## src/rtl/ladsr_pkg.sv

```systemverilog
// Shared constants for the linear ADSR envelope: operation, stage, velocity and register codes and reset values.
`default_nettype none

package ladsr_pkg;

	// Default number of fraction bits of the level; full scale is 2**LEVEL_FRAC_BITS.
	localparam int unsigned LEVEL_FRAC_BITS_DEF = 24;

	// Operation codes of an input beat.
	localparam int unsigned OP_W = 2;
	localparam logic [OP_W-1:0] OP_TICK     = 2'd0;
	localparam logic [OP_W-1:0] OP_NOTE_ON  = 2'd1;
	localparam logic [OP_W-1:0] OP_NOTE_OFF = 2'd2;

	// Envelope stage codes.
	localparam int unsigned STAGE_W = 3;
	localparam logic [STAGE_W-1:0] STAGE_IDLE    = 3'd0;
	localparam logic [STAGE_W-1:0] STAGE_ATTACK  = 3'd1;
	localparam logic [STAGE_W-1:0] STAGE_DECAY   = 3'd2;
	localparam logic [STAGE_W-1:0] STAGE_SUSTAIN = 3'd3;
	localparam logic [STAGE_W-1:0] STAGE_RELEASE = 3'd4;

	// Velocity width and the divisor that scales velocity to unity.
	localparam int unsigned VEL_W   = 7;
	localparam int unsigned VEL_MAX = 127;
	localparam logic [VEL_W-1:0] VEL_RESET = 7'd127;

	// Configuration register indexes.
	localparam int unsigned CFG_IDX_W = 2;
	localparam logic [CFG_IDX_W-1:0] REG_ATTACK_STEP   = 2'd0;
	localparam logic [CFG_IDX_W-1:0] REG_DECAY_STEP    = 2'd1;
	localparam logic [CFG_IDX_W-1:0] REG_SUSTAIN_LEVEL = 2'd2;
	localparam logic [CFG_IDX_W-1:0] REG_RELEASE_STEP  = 2'd3;

	// Reset values of the step registers.
	localparam int unsigned STEP_RESET = 35;

endpackage : ladsr_pkg

`default_nettype wire

```

## src/rtl/linear_adsr_envelope.sv

```systemverilog
// Linear ADSR envelope generator: stage machine, level update and velocity scaling.
// A sample tick's result passes registers s1, s2, s3 and the output register.
// One beat per cycle unless out_ready stalls; note-on/off beats give no result.
// The state update is one add or subtract with a compare; the velocity scaling runs
// through a product register and a reciprocal-multiply register before the output.
// Reset (arst_n low) clears the level to zero, enters idle, sets the held velocity
// to 127 and loads the step and sustain registers with their default values.
`default_nettype none

module linear_adsr_envelope
	import ladsr_pkg::*;
#(
	parameter int unsigned LEVEL_FRAC_BITS = LEVEL_FRAC_BITS_DEF
) (
	input  wire logic                       clk,
	input  wire logic                       arst_n,

	// Configuration write port.
	input  wire logic                       cfg_write_en,
	input  wire logic [CFG_IDX_W-1:0]       cfg_index,
	input  wire logic [LEVEL_FRAC_BITS:0]   cfg_data,

	// Input channel.
	input  wire logic                       in_valid,
	output logic                            in_ready,
	input  wire logic [OP_W-1:0]            operation,
	input  wire logic [VEL_W-1:0]           note_velocity,

	// Result channel.
	output logic                            out_valid,
	input  wire logic                       out_ready,
	output logic [LEVEL_FRAC_BITS:0]        envelope_out,
	output logic [STAGE_W-1:0]              current_stage
);

	// Level width: one integer bit above the fraction so that full scale fits.
	localparam int unsigned LW = LEVEL_FRAC_BITS + 1;
	// Width of level times velocity.
	localparam int unsigned PW = LW + VEL_W;
	// Quotient width after dividing the product by 127.
	localparam int unsigned QW = PW - 6;
	// Reciprocal of 127 scaled by 2**(PW+7); the truncation leaves the estimate
	// at most one below the true quotient, which the last stage corrects.
	localparam logic [PW:0] RECIP = (PW+1)'((64'd1 << (PW + 7)) / 64'(VEL_MAX));
	localparam logic [LW-1:0] FULL = LW'(1) << LEVEL_FRAC_BITS;
	localparam logic [PW-1:0] DIVISOR = PW'(VEL_MAX);

	// Configuration registers.
	logic [LW-1:0] attack_step_q;
	logic [LW-1:0] decay_step_q;
	logic [LW-1:0] sustain_level_q;
	logic [LW-1:0] release_step_q;

	// Envelope state.
	logic [LW-1:0]      level_q;
	logic [STAGE_W-1:0] stage_q;
	logic [VEL_W-1:0]   held_vel_q;

	// Pipeline registers of the result path.
	logic               vld_s1, vld_s2, vld_s3, out_vld_q;
	logic [LW-1:0]      level_s1;
	logic [VEL_W-1:0]   vel_s1;
	logic [STAGE_W-1:0] stage_s1, stage_s2, stage_s3, stage_out_q;
	logic [PW-1:0]      prod_s2;
	logic [PW-1:0]      prod_s3;
	logic [QW-1:0]      quot_s3;
	logic [LW-1:0]      env_out_q;

	// Handshake and enables. Each stage moves when its successor has room, so a
	// bubble anywhere in the chain lets the input keep flowing behind a stalled result.
	logic in_fire;
	logic en_out, en_s3, en_s2, en_s1;

	assign en_out   = !out_vld_q || out_ready;
	assign en_s3    = !vld_s3 || en_out;
	assign en_s2    = !vld_s2 || en_s3;
	assign en_s1    = !vld_s1 || en_s2;
	assign in_ready = en_s1;
	assign in_fire  = in_valid && in_ready;

	logic is_tick;
	assign is_tick = in_fire && (operation == OP_TICK);

	// The sustain level read from its register saturates at full scale.
	logic [LW-1:0] sus_level;
	assign sus_level = (sustain_level_q > FULL) ? FULL : sustain_level_q;

	// One tick of the envelope: the next level and stage from the current ones.
	logic [LW:0]        attack_sum;
	logic [LW-1:0]      decay_gap;
	logic [LW-1:0]      tick_level;
	logic [STAGE_W-1:0] tick_stage;

	assign attack_sum = {1'b0, level_q} + {1'b0, attack_step_q};
	assign decay_gap  = level_q - sus_level;

	always_comb begin
		tick_level = level_q;
		tick_stage = stage_q;
		case (stage_q)
			STAGE_ATTACK: begin
				if (attack_sum >= {1'b0, FULL}) begin
					tick_level = FULL;
					tick_stage = STAGE_DECAY;
				end else begin
					tick_level = attack_sum[LW-1:0];
				end
			end
			STAGE_DECAY: begin
				// The gap is only meaningful when the level sits above sustain.
				if (level_q <= sus_level || decay_gap <= decay_step_q) begin
					tick_level = sus_level;
					tick_stage = STAGE_SUSTAIN;
				end else begin
					tick_level = level_q - decay_step_q;
				end
			end
			STAGE_SUSTAIN: begin
				tick_level = sus_level;
			end
			STAGE_RELEASE: begin
				if (level_q <= release_step_q) begin
					tick_level = '0;
					tick_stage = STAGE_IDLE;
				end else begin
					tick_level = level_q - release_step_q;
				end
			end
			default: begin
				tick_level = '0;
				tick_stage = STAGE_IDLE;
			end
		endcase
	end

	// Configuration writes; indexes outside the list leave everything unchanged.
	always_ff @(posedge clk or negedge arst_n) begin
		if (!arst_n) begin
			attack_step_q   <= LW'(STEP_RESET);
			decay_step_q    <= LW'(STEP_RESET);
			sustain_level_q <= FULL;
			release_step_q  <= LW'(STEP_RESET);
		end else if (cfg_write_en) begin
			case (cfg_index)
				REG_ATTACK_STEP:   attack_step_q   <= cfg_data;
				REG_DECAY_STEP:    decay_step_q    <= cfg_data;
				REG_SUSTAIN_LEVEL: sustain_level_q <= cfg_data;
				REG_RELEASE_STEP:  release_step_q  <= cfg_data;
				default: ;
			endcase
		end
	end

	// Envelope state. Note-on keeps the current level and restarts attack from it;
	// note-off jumps to release from whatever stage is active.
	always_ff @(posedge clk or negedge arst_n) begin
		if (!arst_n) begin
			level_q    <= '0;
			stage_q    <= STAGE_IDLE;
			held_vel_q <= VEL_RESET;
		end else if (in_fire) begin
			case (operation)
				OP_TICK: begin
					level_q <= tick_level;
					stage_q <= tick_stage;
				end
				OP_NOTE_ON: begin
					held_vel_q <= note_velocity;
					stage_q    <= STAGE_ATTACK;
				end
				OP_NOTE_OFF: begin
					stage_q <= STAGE_RELEASE;
				end
				default: ;
			endcase
		end
	end

	// Valid bits of the result path.
	always_ff @(posedge clk or negedge arst_n) begin
		if (!arst_n) begin
			vld_s1    <= 1'b0;
			vld_s2    <= 1'b0;
			vld_s3    <= 1'b0;
			out_vld_q <= 1'b0;
		end else begin
			if (en_s1) vld_s1 <= is_tick;
			if (en_s2) vld_s2 <= vld_s1;
			if (en_s3) vld_s3 <= vld_s2;
			if (en_out) out_vld_q <= vld_s3;
		end
	end

	// Divide-by-127 datapath. Stage 3 holds a reciprocal estimate that may be one
	// short; the remainder x - 127*q is below 254, so N-bit wraparound is harmless
	// and one compare decides the final increment.
	logic [2*PW:0] recip_prod;
	logic [QW-1:0] quot_est;
	logic [PW-1:0] remainder;
	logic [QW-1:0] quot_final;

	assign recip_prod = (2*PW+1)'(prod_s2) * (2*PW+1)'(RECIP);
	assign quot_est   = recip_prod[2*PW -: QW];
	assign remainder  = prod_s3 - PW'({quot_s3, 7'b0}) + PW'(quot_s3);
	assign quot_final = quot_s3 + QW'(remainder >= DIVISOR);

	// Payload registers of the result path.
	always_ff @(posedge clk) begin
		if (en_s1 && is_tick) begin
			level_s1 <= tick_level;
			vel_s1   <= held_vel_q;
			stage_s1 <= tick_stage;
		end
		if (en_s2 && vld_s1) begin
			prod_s2  <= PW'(level_s1) * PW'(vel_s1);
			stage_s2 <= stage_s1;
		end
		if (en_s3 && vld_s2) begin
			prod_s3  <= prod_s2;
			quot_s3  <= quot_est;
			stage_s3 <= stage_s2;
		end
		if (en_out && vld_s3) begin
			env_out_q   <= LW'(quot_final);
			stage_out_q <= stage_s3;
		end
	end

	assign out_valid     = out_vld_q;
	assign envelope_out  = env_out_q;
	assign current_stage = stage_out_q;

`ifndef SYNTH
	// The level never leaves the range from zero to full scale.
	a_level_range: assert property (@(posedge clk) disable iff (!arst_n)
		level_q <= FULL)
		else $error("envelope level above full scale");

	// An idle envelope always sits at zero.
	a_idle_zero: assert property (@(posedge clk) disable iff (!arst_n)
		(stage_q == STAGE_IDLE) |-> (level_q == '0))
		else $error("idle stage with nonzero level");

	// Every accepted tick enters the result path on the next edge.
	a_tick_enters: assert property (@(posedge clk) disable iff (!arst_n)
		is_tick |=> vld_s1)
		else $error("accepted tick did not enter the result path");

	// Note beats never create a result.
	a_note_no_result: assert property (@(posedge clk) disable iff (!arst_n)
		(in_fire && (operation != OP_TICK)) |=> !vld_s1)
		else $error("note beat produced a result");

	// Scaled output never exceeds full scale.
	a_out_range: assert property (@(posedge clk) disable iff (!arst_n)
		out_vld_q |-> (env_out_q <= FULL))
		else $error("scaled envelope above full scale");
`endif

endmodule : linear_adsr_envelope

`default_nettype wire
```

## config.mk

```make
export PLATFORM = sky130hd
export DESIGN_NAME = linear_adsr_envelope
export DESIGN_NICKNAME = d
export VERILOG_FILES = /design/src/rtl/ladsr_pkg.sv /design/src/rtl/linear_adsr_envelope.sv
export SDC_FILE = /design/constraint.sdc
export NUM_CORES = 1
export LEC_CHECK = 0
export BUFFER_PORTS_ARGS = -buffer_cell sky130_fd_sc_hd__clkbuf_2
export CAP_MARGIN = 20
export CORE_ASPECT_RATIO = 0.7
export CORE_MARGIN = 4
export CORE_UTILIZATION = 40
export DETAILED_ROUTE_END_ITERATION = 10
export GPL_TIMING_DRIVEN = 0
export PLACE_DENSITY = 0.52
export SLEW_MARGIN = 20
export SYNTH_ARGS = -nofsm -noshare
export SYNTH_HDL_FRONTEND = slang
export SYNTH_SLANG_ARGS = --single-unit
```

## constraint.sdc

```tcl
create_clock -name clk -period 20 [get_ports clk]
set_clock_uncertainty 0.15 [all_clocks]
set_input_delay 1 -clock clk [delete_from_list [all_inputs] [get_ports clk]]
set_output_delay 1 -clock clk [all_outputs]
set_load 0.005 [all_outputs]
```

==> impl_metrics.ini <==
[outcome]
outcome = finished clean

[logic_synthesis]
synthFlopType = edfxtp_1
ys_top_cells_by_count = inv_1 (474), ha_1 (425), nand2_1 (266)
ys_seq_elements = 298
synth_top_area_cell = ha_1
synth-edff-count = 159
syn-cell-area_sq_um = 29600
synth_warnings = 0
async_flop_share_pct = 46.6
yosysMostFrequentCell = inv_1
syn_avg_cell_area_sq_um = 9.80
synth.top_cell.area_share_pct = 17.9
synthCells = 3026
synth_nets = 3679
yosysSeqAreaShare_pct = 27.9
synth_cell_types = 81
yosys-top-cells-area = ha_1 (18%), edfxtp_1 (16%), fa_1 (13%), dfrtp_1 (10%), inv_1 (6.0%)

[routing]
drt_pre_antenna_iters = 5
via_per_inst = 5.48
drt-total-wl_um = 89000
drcViolationCount = 0
vias = 22700
drtIter0Drc = 1596
wl_per_cell_um = 21.5
postRouteAntennaNets = 0

[power]
switchingPower_mw = 2.64
clkPwrFrac_pct = 12.1
leakagePower_nw = 15.7
p_comb_share_pct = 69.3
p_per_area_nw_per_um2 = 166
ir_drop_mv = 0.101
swShare_pct = 49.0
p_seq_share_pct = 18.6
internal-power_mw = 2.75

[sta]
setup_viol = 0
hold_viol = 0
layout_min_cycle_time_ns = 10.76
drv_slew = 0
hold_ws_ns = 0.267
fin_setup_tns_ns = 0
fin_crit_sh_pct = 53.8
max_freq_ghz = 0.0930
rsz0062_at_grt = false
worstMarginPinSlew_ns = 1.29
slew_headroom_pct = 13.3

[worst_setup_path]
timing.critical_path.depth = 30
r2r_cells = 30
reg2reg_from = sustain_level_q[3]
arrival_ns = 11.05
regToRegSetupSlack_ns = 9.24
cp-start-kind = flip-flop
required_ns = 20.30
startpoint = sustain_level_q[3]
worstSetupEndpointType = flip-flop
rr_endpoint = level_q[5]
worst-path-buf-inv = 3
critPathMaxFanout = 10
crit_family = simple AND/OR/NAND/NOR gates
path_class = flip-flop to flip-flop
slowest_delay_ns = 1.10
cp_slowest_cell = nor4_1
crit_path_end = level_q[5]

[placed_design]
hpwl_um = 73700
portBuffers = 70
post-place-cells = 4078
gp_congestion = 0.901

[clock_tree]
clk_pin_slew_ns = 0.06
cts_tree = built
hold_buffers = 0
insertion_delay_ns = 0.57
h-tree-depth = 2
cts_buffers = 36
clock-sinks = 298
ctsLongestPathBuffers = 3
ctsResizeCount = 0
post-cts-setup-buffers = 0
ctsRootBufferMaster = clkbuf_16

[cells_and_area]
fill_cells = 7108
multi_input_area_sq_um = 19400
stdcell_count = 4142
diodes = 0
fin_nets = 3792
final-seq-area_sq_um = 8270
drive_gt1_share_pct = 9.61
syn_to_final_growth_pct = 9.52

[job]
cap_violations = 0

[global_route]
gr-usage-all-layers_pct = 22.5
grt_pass1_wl_um = 137000
grt_max_degree = 86
grt_pass1_vias = 22700
antenna_found_initial = 2
grt_overflow = 0

[floorplanning]
die_y_um = 236
dieArea_sq_um = 78600
initial_core_util_pct = 40.4
rows = 83
io_pins = 71
coreArea_sq_um = 73400
die_w_um = 333

[hold_path]
hold_class = flip-flop to flip-flop
power groups by stage:
| stage | clock network, mW | logic, mW | registers [mW] |
|---|---|---|---|
| 6_report | 0.652 | 3.74 | 1.00 |
| 5_1_grt | 0.698 | 4.18 | 1.01 |
| 4_1_cts | 0.673 | 3.71 | 0.999 |
| 3_5_place_dp | 0 | 3.67 | 1.01 |
| 3_3_place_gp | 0 | 3.62 | 1.01 |
| 2_1_floorplan | 0 | 2.72 | 0.926 |
worst register-to-register path: cells and delay by family, from the launching register on:
| kind | cells | cell delay [ns] |
|---|---|---|
| flops | 1 | 0.44 |
| fa+ha+maj | 2 | 0.68 |
| simple gates | 12 | 3.88 |
| buf+inv | 3 | 1.38 |
| xor+xnor | 1 | 0.09 |
| compound gates | 11 | 3.71 |
| mux | 1 | 0.32 |
cell usage in the layout, fill, tap and decap left out, drive strengths merged, types with 27 or more instances in the layout:
cell type,count
fa,187
nand4,36
nor3,35
xor2,40
o21a,30
inv,476
a21o,96
o21bai,27
nand2,266
nand2b,30
nand3,44
ha,425
nor2,97
and2,60
o21ai,104
edfxtp,159
mux2,132
dfrtp,122
clkbuf,161
a21oi,171
xnor2,131
final cells by class:
cell class	instances	area share, %
Clock buffer	48	2.98
Inverter	476	5.50
Clock inverter	16	0.478
Buffer	48	0.620
Tap cell	977	3.77
Timing Repair Buffer	75	1.42
Sequential cell	298	25.5
Multi-Input combinational cell	2204	59.8
how the worst min path moves through the flow:
stage | from | to | slack, ns | cells past startpoint
6_report | stage_s2[0] | stage_s3[0] | 0.27 | 0
2_1_floorplan | stage_s3[0] | current_stage[0] | 0.25 | 0
4_1_cts | stage_s1[1] | stage_s2[1] | 0.27 | 0
5_1_grt | stage_s2[0] | stage_s3[0] | 0.27 | 0
3_3_place_gp | stage_s1[1] | stage_s2[1] | 0.25 | 0
3_5_place_dp | stage_s2[1] | stage_s3[1] | 0.26 | 0
through the flow:
stage | instance area [sq um] | util [%] | power [mW] | worst slack, ns
global route | 32500 | 44.2 | 5.89 | 9.16
detailed placement | 31300 | 42.7 | 4.68 | 10.00
floorplan | 29600 | - | 3.64 | 13.60
finish | 32500 | 44.2 | 5.39 | 9.24
global placement | 31200 | 42.5 | 4.63 | 10.05
CTS | 32500 | 44.2 | 5.38 | 9.94
routing by layer:
metal,vias up,share of wire [%],global-route usage [%],routed length (um)
met5,-,0.15,1.22,133
li1,10700,-,-,-
met4,2,1.2,3.35,1050
met2,563,38,30.2,34000
met3,74,6.7,4.60,5930
met1,11400,54,37.0,47900
logic make-up (layout without fill, tap and decap cells):
family          after synthesis  in the layout  share of synthesized area, %
flops                       298            298                          27.9
buf+inv                     524            663                          6.70
fa+ha+maj                   612            612                          30.6
xor+xnor                    171            171                          5.05
compound gates              604            604                          13.3
mux                         143            143                          5.39
simple gates                674            674                          11.0
state kept, by name, indices dropped and copies added (netlist names), 7 cells and up:
name             count
attack_step_q       25
decay_step_q        25
envelope_out        25
held_vel_q           7
level_q             25
level_s1            25
prod_s2             32
prod_s3             32
quot_s3             26
release_step_q      25
sustain_level_q     25
vel_s1               7
Note: power is estimated with default switching activity, not from simulation.
